### config.mk
export PLATFORM = sky130hd
export DESIGN_NAME = sts_cell
export DESIGN_NICKNAME = d
export VERILOG_FILES = /design/src/rtl/sts_pkg.sv /design/src/rtl/sts_cell.sv
export SDC_FILE = /design/constraint.sdc
export NUM_CORES = 1
export LEC_CHECK = 0
export ABC_AREA = 1
export BUFFER_PORTS_ARGS = -buffer_cell sky130_fd_sc_hd__buf_2
export CAP_MARGIN = 20
export CORE_MARGIN = 3
export CORE_UTILIZATION = 41
export CTS_CLUSTER_DIAMETER = 200
export DETAILED_ROUTE_END_ITERATION = 8
export PLACE_DENSITY_LB_ADDON = 0.12
export SETUP_SLACK_MARGIN = 0.4
export SLEW_MARGIN = 10
export SYNTH_ARGS = -nofsm -noshare
export SYNTH_HDL_FRONTEND = slang
export SYNTH_SLANG_ARGS = --single-unit
### constraint.sdc
create_clock -name clk -period 3.7 [get_ports clk]
set_input_delay 0.37 -clock clk [delete_from_list [all_inputs] [get_ports clk]]
set_output_delay 0.37 -clock clk [all_outputs]
set_load 0.05 [all_outputs]
### src/rtl/sts_pkg.sv
package sts_pkg;

	localparam int DEPTH_DEF       = 1024;
	localparam int VALUE_WIDTH_DEF = 32;

	// One register, so a single index bit above the word offset is enough.
	localparam int CFG_ADDR_W = 3;
	localparam int CFG_DATA_W = 32;
	localparam logic [CFG_ADDR_W-3:0] REG_ENTRY_COUNT = '0;

	typedef enum logic [2:0] {
		OP_WRITE   = 3'd0,
		OP_FIND    = 3'd1,
		OP_LOWER   = 3'd2,
		OP_UPPER   = 3'd3,
		OP_NEAREST = 3'd4
	} opcode_t;

	// Control that travels along the cell chain with each search.
	typedef struct packed {
		logic    valid;
		logic    pending;
		opcode_t op;
	} sts_ctrl_t;

endpackage

### src/rtl/sts_cell.sv
module sts_cell #(
	parameter int VW    = 32,
	parameter int PW    = 11,
	parameter int IDX_W = 10
) (
	input  logic                 clk,
	input  logic                 arst_n,
	input  sts_pkg::sts_ctrl_t   ctrl_in,
	input  logic signed [VW-1:0] key_in,
	input  logic [PW-1:0]        n_in,
	input  logic [PW-1:0]        first_in,
	input  logic [PW-1:0]        count_in,
	input  logic signed [VW-1:0] below_in,
	input  logic signed [VW-1:0] above_in,
	input  logic signed [VW-1:0] rdata,
	output sts_pkg::sts_ctrl_t   ctrl_out,
	output logic signed [VW-1:0] key_out,
	output logic [PW-1:0]        n_out,
	output logic [PW-1:0]        first_out,
	output logic [PW-1:0]        count_out,
	output logic signed [VW-1:0] below_out,
	output logic signed [VW-1:0] above_out,
	output logic                 rd_en,
	output logic [IDX_W-1:0]     rd_addr
);
	import sts_pkg::*;

	sts_ctrl_t            ctrl_q;
	logic signed [VW-1:0] key_q;
	logic [PW-1:0]        n_q;
	logic [PW-1:0]        first_q;
	logic [PW-1:0]        count_q;
	logic signed [VW-1:0] below_q;
	logic signed [VW-1:0] above_q;

	logic [PW-1:0] step;
	logic [PW-1:0] probe;
	logic          go_right;

	always_ff @(posedge clk or negedge arst_n) begin
		if (!arst_n) begin
			ctrl_q <= '0;
		end else begin
			ctrl_q <= ctrl_in;
		end
	end

	always_ff @(posedge clk) begin
		key_q   <= key_in;
		n_q     <= n_in;
		first_q <= first_in;
		count_q <= count_in;
		below_q <= below_in;
		above_q <= above_in;
	end

	// The entry probed by the previous cell arrives on rdata in this cycle.
	// below holds the entry just left of the window, above the one just right of it.
	always_comb begin
		step      = count_q >> 1;
		go_right  = (ctrl_q.op == OP_UPPER) ? (rdata <= key_q) : (rdata < key_q);
		key_out   = key_q;
		n_out     = n_q;
		first_out = first_q;
		count_out = count_q;
		below_out = below_q;
		above_out = above_q;
		if (ctrl_q.pending) begin
			if (go_right) begin
				first_out = first_q + step + PW'(1);
				count_out = count_q - step - PW'(1);
				below_out = rdata;
			end else begin
				count_out = step;
				above_out = rdata;
			end
		end
		ctrl_out         = ctrl_q;
		ctrl_out.pending = ctrl_q.valid && (count_out != '0);
		rd_en            = ctrl_out.pending;
		probe            = first_out + (count_out >> 1);
		rd_addr          = probe[IDX_W-1:0];
	end

endmodule

==> impl_metrics.env <==
export IMPL_switching_share_pct=41.2
export IMPL_fin_util_pct=81.8
export IMPL_boundaryPins=313
export IMPL_setup_violations=11
export IMPL_tightest_slew_ns=0.353
export IMPL_portBuffers=312
export IMPL_arrival_ns=3.80
export IMPL_synth_distinct_cells=40
export IMPL_worstSetupPathType="reg -> out"
export IMPL_ir_worst_vdd_mv=0.375
export IMPL_cts_buffers=17
export IMPL_grt_max_degree=59
export IMPL_layout_setup_ws_ns=-0.466
export IMPL_overflow=0
export IMPL_initial_utilization_pct=42.1
export IMPL_synth_nets=1000
export IMPL_cts_tree="done"
export IMPL_synth_avg_cell_area_sq_um=8.02
export IMPL_pwr_share_clk_pct=26.4
export IMPL_drc=0
export IMPL_fin_area_sq_um=12000
export IMPL_firstDrtPassIters=5
export IMPL_pwr_share_comb_pct=48.2
export IMPL_slew_limit_headroom_pct=76.2
export IMPL_finalHoldViolations=0
export IMPL_intPower_uw=3610
export IMPL_hold_class="in -> reg"
export IMPL_dieWidth_um=129
export IMPL_rows=44
export IMPL_first_iter_violations=232
export IMPL_clock_sinks=134
export IMPL_core_sq_um=14600
export IMPL_placed_cells=1325
export IMPL_status="finished with violations"
export IMPL_fin_crit_ns=4.17
export IMPL_yosysWarnings=0
export IMPL_p_leak_uw=0.00606
export IMPL_wl_mm=26.5
export IMPL_finalCritPeriodShare_pct=113
export IMPL_synth_area_sq_um=6170
export IMPL_die_area_sq_um=16500
export IMPL_placed_cell_area_sq_um=8820
export IMPL_endpoint_kind="output port"
export IMPL_route_vias_total=7019
export IMPL_switchingPower_uw=2530
export IMPL_synthTopCellsByArea="dfxtp_1, ha_1, nand2_1"
export IMPL_p_per_area_nw_per_um2=513
export IMPL_layout_drive_gt1_share_pct=61.3
export IMPL_synth_top_cell_area_share_pct=41.9
export IMPL_path_max_fanout=3
export IMPL_yosysTopAreaCell="dfxtp_1"
export IMPL_required_ns=3.33
export IMPL_seq_area_frac_synth_pct=43.9
export IMPL_avgViaCountPerCell=4.99
export IMPL_nets=1438
export IMPL_syn2layout_area_growth_pct=94.3
export IMPL_grt_pass1_vias=6656
export IMPL_start_kind="flop"
export IMPL_h_tree_depth=4
export IMPL_cts_path_max_buffers=2
export IMPL_power_frac_seq_pct=25.4
export IMPL_fin_cells=1406
export IMPL_wl_per_cell_um=18.9
export IMPL_grt_pass1_wl_mm=33.4
export IMPL_chipHeight_um=129
export IMPL_post_place_ws_ns=-0.370
export IMPL_report_final_slew_viol_count=0
export IMPL_place_congestion=0.884
export IMPL_hpwl_mm=15.2
export IMPL_finalSetupTns_ns=-4.18
export IMPL_groute_usage_overall_pct=26.4
export IMPL_syn_inst=769
export IMPL_maxCapViolations=0
export IMPL_rsz0062_at_grt="yes"
export IMPL_synth_seq_cells=134
export IMPL_clock_tree_root_cell="clkbuf_16"
export IMPL_violations="setup timing"
export IMPL_grt_antenna_before_repair=3
export IMPL_fmax_mhz=240
export IMPL_cts_clk_slew_worst_paths_ns=0.06
export IMPL_ant_nets=0
[worst max-delay path: stages (launching register included)]
cell,delay [ns]
dfxtp_4,0.35
inv_2,0.04
ha_4,0.21
nand2_2,0.10
inv_1,0.05
nand2_1,0.08
nand2_2,0.07
a21oi_2,0.15
nand3_2,0.13
nand2_4,0.11
nand2_4,0.06
nand2_4,0.06
nand3_4,0.09
nor2_4,0.18
buf_6,0.13
nand2_2,0.04
nand3b_1,0.17
clkinvlp_4,0.16
ha_4,0.18
inv_2,0.06
fa_2,0.22
nor2_2,0.04
o21ai_2,0.12
nand2_2,0.11
nand2_2,0.09
nand2_4,0.06
xor2_4,0.15
buf_6,0.15
[Yosys cell counts]
cell type and instances:
buf_4 6, nand3_1 20, nand4_1 4, o21ai_2 1, a21oi_1 36, fa_1 3, o21ai_1 5, or2_1 1
nand3_2 2, nand2_2 6, nor2_4 1, o21a_1 1, o21bai_1 3, nand2_4 1, a22o_1 1, nand4_2 2
nor3_2 1, nor2_1 24, o2111ai_1 1, and2_0 1, buf_2 5, o211ai_2 1, dfrtp_1 5, nor3_1 5
inv_1 139, o21ai_0 80, o22ai_1 1, ha_1 60, a21o_1 3, xor2_1 17, a211oi_1 2, nor2_2 2
nand2_1 179, clkbuf_1 11, dfxtp_1 129, buf_6 1, nand3_4 1, nand3b_1 1, xnor2_1 5, o211ai_1 2
[power by group through the flow]
| stage | clock network, uW | registers (uW) | logic, uW |
|---|---|---|---|
| after detailed placement | 0 | 1580 | 2030 |
| after floorplan | 0 | 1670 | 1370 |
| final | 1620 | 1560 | 2960 |
| after CTS | 1640 | 1550 | 2470 |
| after global placement | 0 | 1580 | 2020 |
| after global routing | 1710 | 1570 | 3100 |
[registers in the layout (all words and copies together), names as in the netlist]
register / flops
ctrl_out: 4
ctrl_q: 1
below_q: 32
first_q: 11
key_out: 32
above_q: 32
n_out: 11
count_q: 11
[logic make-up after synthesis]
kind of cell / share of synthesized area [%]
flip-flops: 43.9
adder cells (fa/ha/maj): 13.1
AND/OR/NAND/NOR: 17.5
XOR/XNOR: 3.12
buffers and inverters: 10.5
AO/OA/AOI/OAI: 11.9
[cells in the final DEF, fill, tap and decap left out, drive strengths merged, types with 2 or more instances in the layout]
cell type  count
xnor2          5
clkbuf        25
a21o           3
nand3         23
o21ai         86
o211ai         3
clkinv         4
dfrtp          5
dfxtp        129
clkinvlp      10
buf          433
inv          140
xor2          17
ha            60
nand4          6
diode          2
nor2          27
nand2        186
a21oi         36
a211oi         2
o21bai         3
fa             3
nor3           6
[layout make-up]
cell class	count	area [sq um]
Antenna cell	2	5.00
Fill cell	901	2670
Multi-Input combinational cell	473	4200
Clock buffer	17	425
Inverter	139	558
Sequential cell	134	2800
Clock inverter	15	139
Tap cell	184	230
Timing Repair Buffer	442	3620
[final timing paths]
check | startpoint | to | slack (ns) | cells after the start
max | key_out[11] | rd_addr[8] | -0.47 | 27
min | n_in[9] | n_out[9] | 0.04 | 1
max in group asynchronous | arst_n | ctrl_out[0] | 3.22 | 2
min in group asynchronous | arst_n | ctrl_out[4] | 0.33 | 2
[through the flow]
stage	power [uW]	hold slack (ns)
3_5_place_dp	3620	0.197
5_1_grt	6380	0.0225
3_3_place_gp	3600	0.193
4_1_cts	5670	0.0225
2_1_floorplan	3030	0.0744
6_report	6140	0.0357
[what timing repair did]
action / in CTS / in global routing
endpoints found under the setup margin: 86 / 98
resized for setup: 247 / 283
gates cloned: 6 / 10
hold buffers: 1 / 0
setup buffers: 16 / 14
endpoints found under the hold margin: 5 / 0
pin swaps: 52 / 52
[metal layers]
layer,up-vias,GRT usage (%),wire length (um)
met5,-,0,9
met2,319,49.4,14000
met1,3288,27.9,9340
met4,2,8.77,1280
li1,3317,-,-
met3,93,8.26,1890
(Power assumes the default switching activity.)
