==> config.mk <==
export PLATFORM = sky130hd
export DESIGN_NAME = sts_result_flat
export DESIGN_NICKNAME = d
export VERILOG_FILES = /design/src/rtl/sts_pkg.sv /design/src/rtl/sts_result_if.sv /design/src/rtl/sts_result.sv /design/src/flat_wrapper.sv
export SDC_FILE = /design/constraint.sdc
export NUM_CORES = 1
export LEC_CHECK = 0
export BUFFER_PORTS_ARGS = -buffer_cell sky130_fd_sc_hd__buf_2
export CAP_MARGIN = 20
export CORE_MARGIN = 3
export CORE_UTILIZATION = 30
export DETAILED_ROUTE_END_ITERATION = 12
export GPL_TIMING_DRIVEN = 0
export MAX_ROUTING_LAYER = met4
export PLACE_DENSITY = 0.53
export SYNTH_ARGS = -nofsm -noshare
export SYNTH_HDL_FRONTEND = slang
export SYNTH_SLANG_ARGS = --single-unit
export TNS_END_PERCENT = 10
==> constraint.sdc <==
create_clock -name clk -period 6.1 [get_ports clk]
set_input_delay 0.305 -clock clk [delete_from_list [all_inputs] [get_ports clk]]
set_output_delay 0.305 -clock clk [all_outputs]
set_load 0.1 [all_outputs]
==> src/rtl/sts_pkg.sv <==
package sts_pkg;

	localparam int DEPTH_DEF       = 1024;
	localparam int VALUE_WIDTH_DEF = 32;

	// One register, so a single index bit above the word offset is enough.
	localparam int CFG_ADDR_W = 3;
	localparam int CFG_DATA_W = 32;
	localparam logic [CFG_ADDR_W-3:0] REG_ENTRY_COUNT = '0;

	typedef enum logic [2:0] {
		OP_WRITE   = 3'd0,
		OP_FIND    = 3'd1,
		OP_LOWER   = 3'd2,
		OP_UPPER   = 3'd3,
		OP_NEAREST = 3'd4
	} opcode_t;

	// Control that travels along the cell chain with each search.
	typedef struct packed {
		logic    valid;
		logic    pending;
		opcode_t op;
	} sts_ctrl_t;

endpackage

==> src/rtl/sts_result_if.sv <==
interface sts_result_if #(
	parameter int POS_W = 11
);
	logic             valid;
	logic             ready;
	logic [POS_W-1:0] position;
	logic             found;

	modport source (output valid, position, found, input ready);
	modport sink (input valid, position, found, output ready);
endinterface

==> src/rtl/sts_result.sv <==
module sts_result #(
	parameter int VW = 32,
	parameter int PW = 11
) (
	input  logic                 clk,
	input  logic                 arst_n,
	input  sts_pkg::sts_ctrl_t   ctrl_in,
	input  logic signed [VW-1:0] key_in,
	input  logic [PW-1:0]        n_in,
	input  logic [PW-1:0]        first_in,
	input  logic signed [VW-1:0] below_in,
	input  logic signed [VW-1:0] above_in,
	output logic                 busy,
	sts_result_if.source         res
);
	import sts_pkg::*;

	logic                 valid_s1;
	opcode_t              op_s1;
	logic signed [VW-1:0] key_s1;
	logic [PW-1:0]        n_s1;
	logic [PW-1:0]        first_s1;
	logic signed [VW-1:0] below_s1;
	logic signed [VW-1:0] above_s1;

	logic          out_valid_q;
	logic [PW-1:0] position_q;
	logic          found_q;

	logic          out_load;
	logic [VW:0]   dist_below;
	logic [VW:0]   dist_above;
	logic [PW-1:0] position_d;
	logic          found_d;

	assign out_load = valid_s1 && (!out_valid_q || res.ready);
	assign busy     = valid_s1;

	always_ff @(posedge clk or negedge arst_n) begin
		if (!arst_n) begin
			valid_s1    <= 1'b0;
			out_valid_q <= 1'b0;
		end else begin
			if (ctrl_in.valid) begin
				valid_s1 <= 1'b1;
			end else if (out_load) begin
				valid_s1 <= 1'b0;
			end
			if (out_load) begin
				out_valid_q <= 1'b1;
			end else if (res.ready) begin
				out_valid_q <= 1'b0;
			end
		end
	end

	always_ff @(posedge clk) begin
		if (ctrl_in.valid) begin
			op_s1    <= ctrl_in.op;
			key_s1   <= key_in;
			n_s1     <= n_in;
			first_s1 <= first_in;
			below_s1 <= below_in;
			above_s1 <= above_in;
		end
		if (out_load) begin
			position_q <= position_d;
			found_q    <= found_d;
		end
	end

	// Distances are one bit wider than the values and compared unsigned, so a
	// negative distance from an out-of-order table ranks above any true one.
	always_comb begin
		dist_below = {key_s1[VW-1], key_s1} - {below_s1[VW-1], below_s1};
		dist_above = {above_s1[VW-1], above_s1} - {key_s1[VW-1], key_s1};
		position_d = first_s1;
		found_d    = 1'b1;
		case (op_s1)
			OP_FIND: begin
				found_d    = (first_s1 < n_s1) && (above_s1 == key_s1);
				position_d = found_d ? first_s1 : '0;
			end
			OP_NEAREST: begin
				if (first_s1 == '0) begin
					position_d = '0;
				end else if (first_s1 == n_s1) begin
					position_d = n_s1 - PW'(1);
				end else if (dist_below <= dist_above) begin
					position_d = first_s1 - PW'(1);
				end else begin
					position_d = first_s1;
				end
			end
			default: begin
				position_d = first_s1;
			end
		endcase
	end

	assign res.valid    = out_valid_q;
	assign res.position = position_q;
	assign res.found    = found_q;

endmodule

==> src/flat_wrapper.sv <==
// flat-port wrapper written by rule: the top's interface ports become plain ports
module sts_result_flat import sts_pkg::*;
#(
	parameter int VW = 32,
	parameter int PW = 11
)
  (clk, arst_n, ctrl_in, key_in, n_in, first_in, below_in, above_in, busy, res_valid, res_position, res_found, res_ready);
  sts_result_if res_i ();
  input  logic clk;
  input  logic arst_n;
  input  sts_pkg::sts_ctrl_t ctrl_in;
  input  logic signed [VW-1:0] key_in;
  input  logic [PW-1:0] n_in;
  input  logic [PW-1:0] first_in;
  input  logic signed [VW-1:0] below_in;
  input  logic signed [VW-1:0] above_in;
  output logic busy;
  output wire logic [$bits(res_i.valid)-1:0] res_valid;
  output wire logic [$bits(res_i.position)-1:0] res_position;
  output wire logic [$bits(res_i.found)-1:0] res_found;
  input wire logic [$bits(res_i.ready)-1:0] res_ready;
  assign res_valid = res_i.valid;
  assign res_position = res_i.position;
  assign res_found = res_i.found;
  assign res_i.ready = res_ready;
  sts_result #(.VW(VW), .PW(PW)) u_core (.clk(clk), .arst_n(arst_n), .ctrl_in(ctrl_in), .key_in(key_in), .n_in(n_in), .first_in(first_in), .below_in(below_in), .above_in(above_in), .busy(busy), .res(res_i));
endmodule
==> results.md, run 1 <==
* Place WS at -0.160 ns
* Met3 demand-to-capacity share in global routing at 2.66%
* Critical path class: flip-flop to flip-flop
* Final layout net count at 1235
* Arrival time at the worst endpoint at 5.70 ns
* Floorplan die area at 0.0318 mm²
* Post-Synth XOR/XNOR Area at 6.10%
* Vias per inst at 4.73
* Leakage at 4.72 nW
* Clock slew seen by the registers of the worst setup and hold paths at 0.06 ns
* Longest Clk Path Bufs at 2
* Warnings, synthesis at 0
* Number of global-route vias before repair at 6604
* Gr usage total at 14.4%
* Tcrit/Tclk final at 90.7%
* Power per Cell Area at 294 mW/mm²
* Asr flop ratio synth at 1.48%
* Launching element of the worst setup path: u_core.above_s1[0]
* Worst clock skew on the final layout at 0.00956 ns
* CP max stage cell: fa_1
* Met1 global-route usage at 19.6%
* Synth top area cells: edfxtp_1 (45%), ha_1 (16%), inv_1 (4.3%), xnor2_1 (4.1%), a21oi_1 (3.9%)
* Clock latency reported for the late side of the worst-skew pair at 0.43 ns
* Setup repair after global routing missed its margin: false
* EDFF count, synth at 133
* Remaining antenna violation count at 0
* Delay of the slowest critical-path stage at 0.41 ns
* Width of the die at 178 µm
* Total global routing overflow at 0
* Via count at 6586
* Root buffer cell: clkbuf_16
* Most common library cell in the layout ignoring fill and taps: buf_2
* Number of hold-slack violations in the final timing report at 0
* Main combinational cell family by area after synthesis: compound AO/OA/AOI/OAI gates
* Maximum fanout along the worst path at 10
* Total clock sinks at 135
* Cell row count at 62
* Share of cells above drive strength 1 at 17.9%
* # Max-Cap Violations at 0
* Number of instances in the synthesized netlist at 837
* Setup TNS at 0 ns
* CTS H-tree lvls at 4
* Cell Area, Synth at 0.00891 mm²
* Peak-usage layer in the global routing report: met2
* Largest area contributor in the netlist: edfxtp_1
* Flip-flop and latch area at 0.00404 mm²
* Net count of the mapped netlist at 1076
* Antenna violations before repair at 0
* Fillers at 2933
* Met2 Resource Use GR at 22.0%
* Global-route wire length before repair at 34400 µm
* Maximum ir drop on the vdd rail at 0.000181 V
* HPWL reported at the end of detailed placement at 16900 µm
* Area share of the largest cell type after synthesis at 44.8%
* Number of remaining DRC errors at 0
* Max-slew headroom at the worst pin at 48.7%
* Diodes inserted at 0
* Synth cell types at 61
* Area share of fa/ha/maj cells after synthesis at 16.0%
* FMAX at 181 MHz
* Outcome: completed
* Highest-count cells in the layout ignoring fill and taps: buf_2 (137), edfxtp_1 (133), ha_1 (111)
* Tightest Pin Transition at 0.763 ns
* Initial Utilization at 30.7%
* Number of synthesized register bits at 135
* Reg-to-reg critical path startpoint: u_core.above_s1[0]
* Die Ht at 178 µm
* Type of the most critical hold path: primary input to flip-flop
* Setup slack of the critical path after layout at 0.566 ns
* Final count of pins violating max slew at 0
* Largest net degree at the start of global routing at 65
* Wirelength, routed at 21600 µm
* Setup fix buffers added after clock tree synthesis at 0
* Crit path required time at 6.27 ns
* Post-synthesis share of cell area spent on and, or, nand and nor gates at 9.96%
* Total area of multi-input combinational cells at 0.00450 mm²
* Area growth, synth to finish at 20.0%
* Final setup vio count at 0
* Number of CTS-inserted buffers at 17
* Compound-gate portion of the synthesized area at 18.0%
* Min-Delay Startpoint: above_in[13]
* Mux cell area share after synthesis at 0%
* Worst setup SP type: flip-flop
* Most used flip-flop cell after synthesis: edfxtp_1
* Avg Cell Area, Syn at 10.6 µm²
* TritonCTS clock tree: done
* DRC marker count from the first detailed-route iteration at 305
* Capturing element type of the critical path: flip-flop
* Fin crit period at 5.53 ns
* Std-Cell Core Area at 0.0290 mm²
* Number of iterations in the first detailed-routing pass at 4
* Avg WL per Cell at 15.5 µm
* Number of port buffers at 138
* Fraction of the yosys area taken by sequential cells at 45.4%
* Final GP Congestion at 0.817
* I/O pin count at 140
==> critical path, delay by kind of cell, from the launching register on <==
kind / cells / cell delay, ns
and+or+nand+nor: 8 / 1.57
DFF: 1 / 0.37
AOI/OAI and AO/OA: 11 / 2.12
buffers and inverters: 3 / 0.30
adders and majority gates: 3 / 0.89
==> report_power, final <==
part / total (mW) / switching, mW / internal [mW]
registers: 1.15 / 0.0445 / 1.11
logic: 1.05 / 0.608 / 0.438
clock network: 0.942 / 0.412 / 0.530
==> cell families (layout without fill, tap and decap cells) <==
logic type               count (synthesis)  in the layout
buffers and inverters                  107            279
XOR/XNOR                                62             62
adder cells (fa/ha/maj)                113            113
AND/OR/NAND/NOR                        179            179
AO/OA/AOI/OAI                          241            241
flip-flops                             135            135
==> Yosys cell counts (2+ instances only) <==
master,instances
and3_1,9
dfrtp_1,2
a31oi_1,12
a41oi_1,2
nor2_1,42
or3_1,7
edfxtp_1,133
o21ai_1,12
a211o_1,2
and2_1,2
inv_1,103
a211oi_1,7
xnor2_1,42
nor4_1,4
o31ai_1,2
nand3_1,16
a22o_1,2
a2111oi_0,3
fa_1,2
ha_1,111
nand2b_1,12
a21oi_1,70
a221o_1,2
xor2_1,20
o21ai_2,2
or2b_1,2
nor2b_1,7
clkbuf_1,4
nand2_1,40
nor3_1,13
a311oi_1,2
a221oi_1,2
o211ai_1,10
o21ai_0,31
nand4_1,20
o21bai_1,14
a21o_1,36
o21a_1,12
==> state kept, by name, indices dropped and copies added, names as in the netlist <==
name,cells
u_core.above_s1,32
u_core.below_s1,32
u_core.key_s1,32
u_core.first_s1,11
u_core.n_s1,11
u_core.res.position,11
u_core.op_s1,3
u_core.busy,1
u_core.res.found,1
u_core.res.valid,1
==> path summary, 6_finish.rpt <==
| check | cells past startpoint | slack [ns] | end |
|---|---|---|---|
| min | 1 | 0.05 | u_core.above_s1[13] |
| max | 25 | 0.57 | u_core.res.position[6] |
| max in group asynchronous | 2 | 5.82 | u_core.busy |
| min in group asynchronous | 2 | 0.18 | u_core.res.valid |
| max reg2reg | 25 | 0.57 | u_core.res.position[6] |
| min reg2reg | 2 | 0.50 | u_core.res.valid |
==> stage by stage <==
| stage | instances | total power, mW | utilization [%] | hold slack (ns) | cell area, µm² |
|---|---|---|---|---|---|
| floorplan | 837 | 1.93 | - | 0.00941 | 8910 |
| global placement | 1359 | 2.20 | 34.7 | 0.0898 | 10100 |
| detailed placement | 1360 | 2.21 | 34.8 | 0.0940 | 10100 |
| CTS | 1393 | 3.17 | 36.7 | 0.0209 | 10700 |
| global route | 1393 | 3.36 | 36.8 | 0.0233 | 10700 |
| finish | 1393 | 3.14 | 36.8 | 0.0463 | 10700 |
==> metal layers <==
metal	routed length, µm	up-vias
li1	-	3426
met1	10800	3013
met2	9740	132
met3	857	15
met4	279	0
met5	0	-
==> final cells by class <==
type | instances | area share (%)
Buffer | 4 | 0.141
Timing Repair Buffer | 140 | 6.87
Multi-Input combinational cell | 595 | 42.1
Sequential cell | 135 | 37.8
Tap cell | 384 | 4.50
Clock inverter | 11 | 0.726
Clock buffer | 21 | 4.22
Inverter | 103 | 3.62
==> what timing repair did <==
item	CTS	global route
hold buffers	1	0
hold endpoints to repair	2	0
endpoints found under the setup margin	4	11
gates resized for setup	1	4
pin swaps	0	1
Note: power is estimated with default switching activity, not from simulation.
==> run 2, diff against run 1 <==
--- a/config.mk
+++ b/config.mk
@@ -5,14 +5,13 @@
 export SDC_FILE = /design/constraint.sdc
 export NUM_CORES = 1
 export LEC_CHECK = 0
-export BUFFER_PORTS_ARGS = -buffer_cell sky130_fd_sc_hd__buf_2
 export CAP_MARGIN = 20
-export CORE_MARGIN = 3
-export CORE_UTILIZATION = 30
+export CORE_UTILIZATION = 49
 export DETAILED_ROUTE_END_ITERATION = 12
+export DONT_BUFFER_PORTS = 1
 export GPL_TIMING_DRIVEN = 0
 export MAX_ROUTING_LAYER = met4
-export PLACE_DENSITY = 0.53
+export PLACE_DENSITY = 0.69
 export SYNTH_ARGS = -nofsm -noshare
 export SYNTH_HDL_FRONTEND = slang
 export SYNTH_SLANG_ARGS = --single-unit
==> run 2 against run 1 <==
Highest routed layer unchanged. Critical endpoint unchanged. First-iteration DRC count grew 19%. Critical path depth fell by 2. Combinational power decreased by 7%. Power up 0.62%. Largest power group unchanged.
==> results.md, run 2 (same netlist as run 1, synthesis figures left out) <==
* Total clock sinks at 135
* Die Ht at 137 µm
* Gr usage total at 23.3%
* Largest net degree at the start of global routing at 68
* Fin crit period at 5.80 ns
* Global-route wire length before repair at 32000 µm
* Number of global-route vias before repair at 6631
* Number of CTS-inserted buffers at 17
* Std-Cell Core Area at 0.0175 mm²
* DRC marker count from the first detailed-route iteration at 362
* Final setup vio count at 0
* Outcome: completed
* CP max stage cell: nor4_1
* Initial Utilization at 50.8%
* Setup TNS at 0 ns
* Worst clock skew on the final layout at 0.0108 ns
* Share of cells above drive strength 1 at 4.43%
* Number of port buffers at 0
* Most common library cell in the layout ignoring fill and taps: edfxtp_1
* Width of the die at 137 µm
* Crit path required time at 6.26 ns
* Final hold slack at 0.0430 ns
* Most used cell along the critical path: ha_1
* Arrival time at the worst endpoint at 5.96 ns
* Delay of the slowest critical-path stage at 0.55 ns
* Cell breakdown of the critical path: ha_1, fa_1, nor2b_1, o21a_1, o21ai_2, a211oi_2, o211ai_1, nand2_1, a211o_1, a41oi_2, a21oi_1, a31oi_1, ha_1, nand4_1, nor4_1, nand3_1, o221ai_1, a221o_1, nand2_2, and3_1, clkbuf_1, a22oi_1, o2bb2ai_1
* Maximum ir drop on the vdd rail at 0.000273 V
* Worst setup SP type: flip-flop
* Maximum fanout along the worst path at 10
* Number of remaining DRC errors at 0
* Total area of multi-input combinational cells at 0.00447 mm²
* CP top delay family: compound AO/OA/AOI/OAI gates
* Max-slew headroom at the worst pin at 38.2%
* Via count at 6680
* Diodes inserted at 0
* Capturing element type of the critical path: flip-flop
* Final GP Congestion at 0.910
* Setup repair after global routing missed its margin: false
* FMAX at 172 MHz
* Highest-count cells in the layout ignoring fill and taps: edfxtp_1 (133), dlygate4sd3_1 (123), ha_1 (111)
* Avg WL per Cell at 16.8 µm
* Number of iterations in the first detailed-routing pass at 5
* Cell row count at 48
* Wirelength, routed at 20500 µm
* HPWL reported at the end of detailed placement at 14200 µm
* Final count of pins violating max slew at 0
* Longest Clk Path Bufs at 2
* # Max-Cap Violations at 0
* Leakage at 4.68 nW
* Final layout net count at 1219
* Tcrit/Tclk final at 95.1%
* Antenna violations before repair at 0
* Area growth, synth to finish at 23.6%
* I/O pin count at 140
* Clock latency reported for the late side of the worst-skew pair at 0.43 ns
* Clock slew seen by the registers of the worst setup and hold paths at 0.06 ns
* Fillers at 1424
* CTS H-tree lvls at 4
* Flip-flop and latch area at 0.00404 mm²
* Remaining antenna violation count at 0
* Tightest Pin Transition at 0.928 ns
* Vias per inst at 5.48
* Total global routing overflow at 0
* Floorplan die area at 0.0187 mm²
* Power per Cell Area at 287 mW/mm²
* Root buffer cell: clkbuf_16
* Type of the most critical hold path: primary input to flip-flop
* Total power consumption of the routed design at 3.16 mW
* TritonCTS clock tree: done
* Number of buffers and inverters on the critical path at 1
* Number of hold-slack violations in the final timing report at 0
* Largest regs: u_core.above_s1 x32, u_core.below_s1 x32, u_core.key_s1 x32
* Critical path class: flip-flop to flip-flop
-- run 2: worst reg2reg max path, delay by kind of cell (launching register included) --
| kind | cells | cell delay, ns |
|---|---|---|
| buffers and inverters | 1 | 0.17 |
| flip-flops | 1 | 0.38 |
| AO/OA/AOI/OAI | 12 | 2.35 |
| AND/OR/NAND/NOR | 7 | 1.63 |
| adder cells (fa/ha/maj) | 3 | 1.00 |
-- run 2: per-stage QoR --
step	instance area (µm²)	util, %	cells	setup WS, ns
after floorplan	8910	-	837	1.34
after global placement	9190	52.4	1062	0.343
after detailed placement	9190	52.4	1062	0.313
after CTS	11000	62.6	1217	0.269
after global routing	11000	62.8	1218	0.0531
final	11000	62.8	1218	0.299
-- run 2: path summary, 6_finish.rpt --
path / startpoint / cells past startpoint / slack, ns / to
hold reg to reg: u_core.first_s1[5] / 2 / 0.68 / u_core.res.position[5]
max in group asynchronous: arst_n / 1 / 5.87 / u_core.busy
setup reg to reg: u_core.below_s1[0] / 23 / 0.30 / u_core.res.position[6]
setup / recovery: u_core.below_s1[0] / 23 / 0.30 / u_core.res.position[6]
hold / removal: ctrl_in[4] / 0 / 0.04 / u_core.key_s1[26]
min in group asynchronous: arst_n / 1 / 0.11 / u_core.res.valid
-- run 2: timing repair --
item / CTS / global route
hold buffers: 123 / 1
hold endpoints to repair: 190 / 4
buffers inserted: 0 / 0
setup endpoints to repair: 0 / 3
gates resized for setup: 0 / 2
-- run 2: power by group --
group	switching (mW)	leakage (nW)	internal (mW)
combinational	0.523	3.10	0.455
sequential	0.111	1.32	1.11
clock	0.416	0.265	0.547
-- run 2: final cells by class --
type                       instances  area share [%]
clock inverter                    12           0.852
inverter                         103            3.51
clock buffer                      20            4.15
buffer                             4           0.136
sequential                       135            36.7
timing repair buffer             124            11.4
tap                              225            2.56
multi-input combinational        595            40.6
-- run 2: layer usage --
layer | up-vias | GRT usage [%] | share of wire [%]
met1 | 3104 | 29.4 | 46
met3 | 21 | 4.30 | 4.7
met4 | 0 | 7.39 | 1.4
met2 | 165 | 37.9 | 47
li1 | 3390 | - | -
met5 | - | - | 0
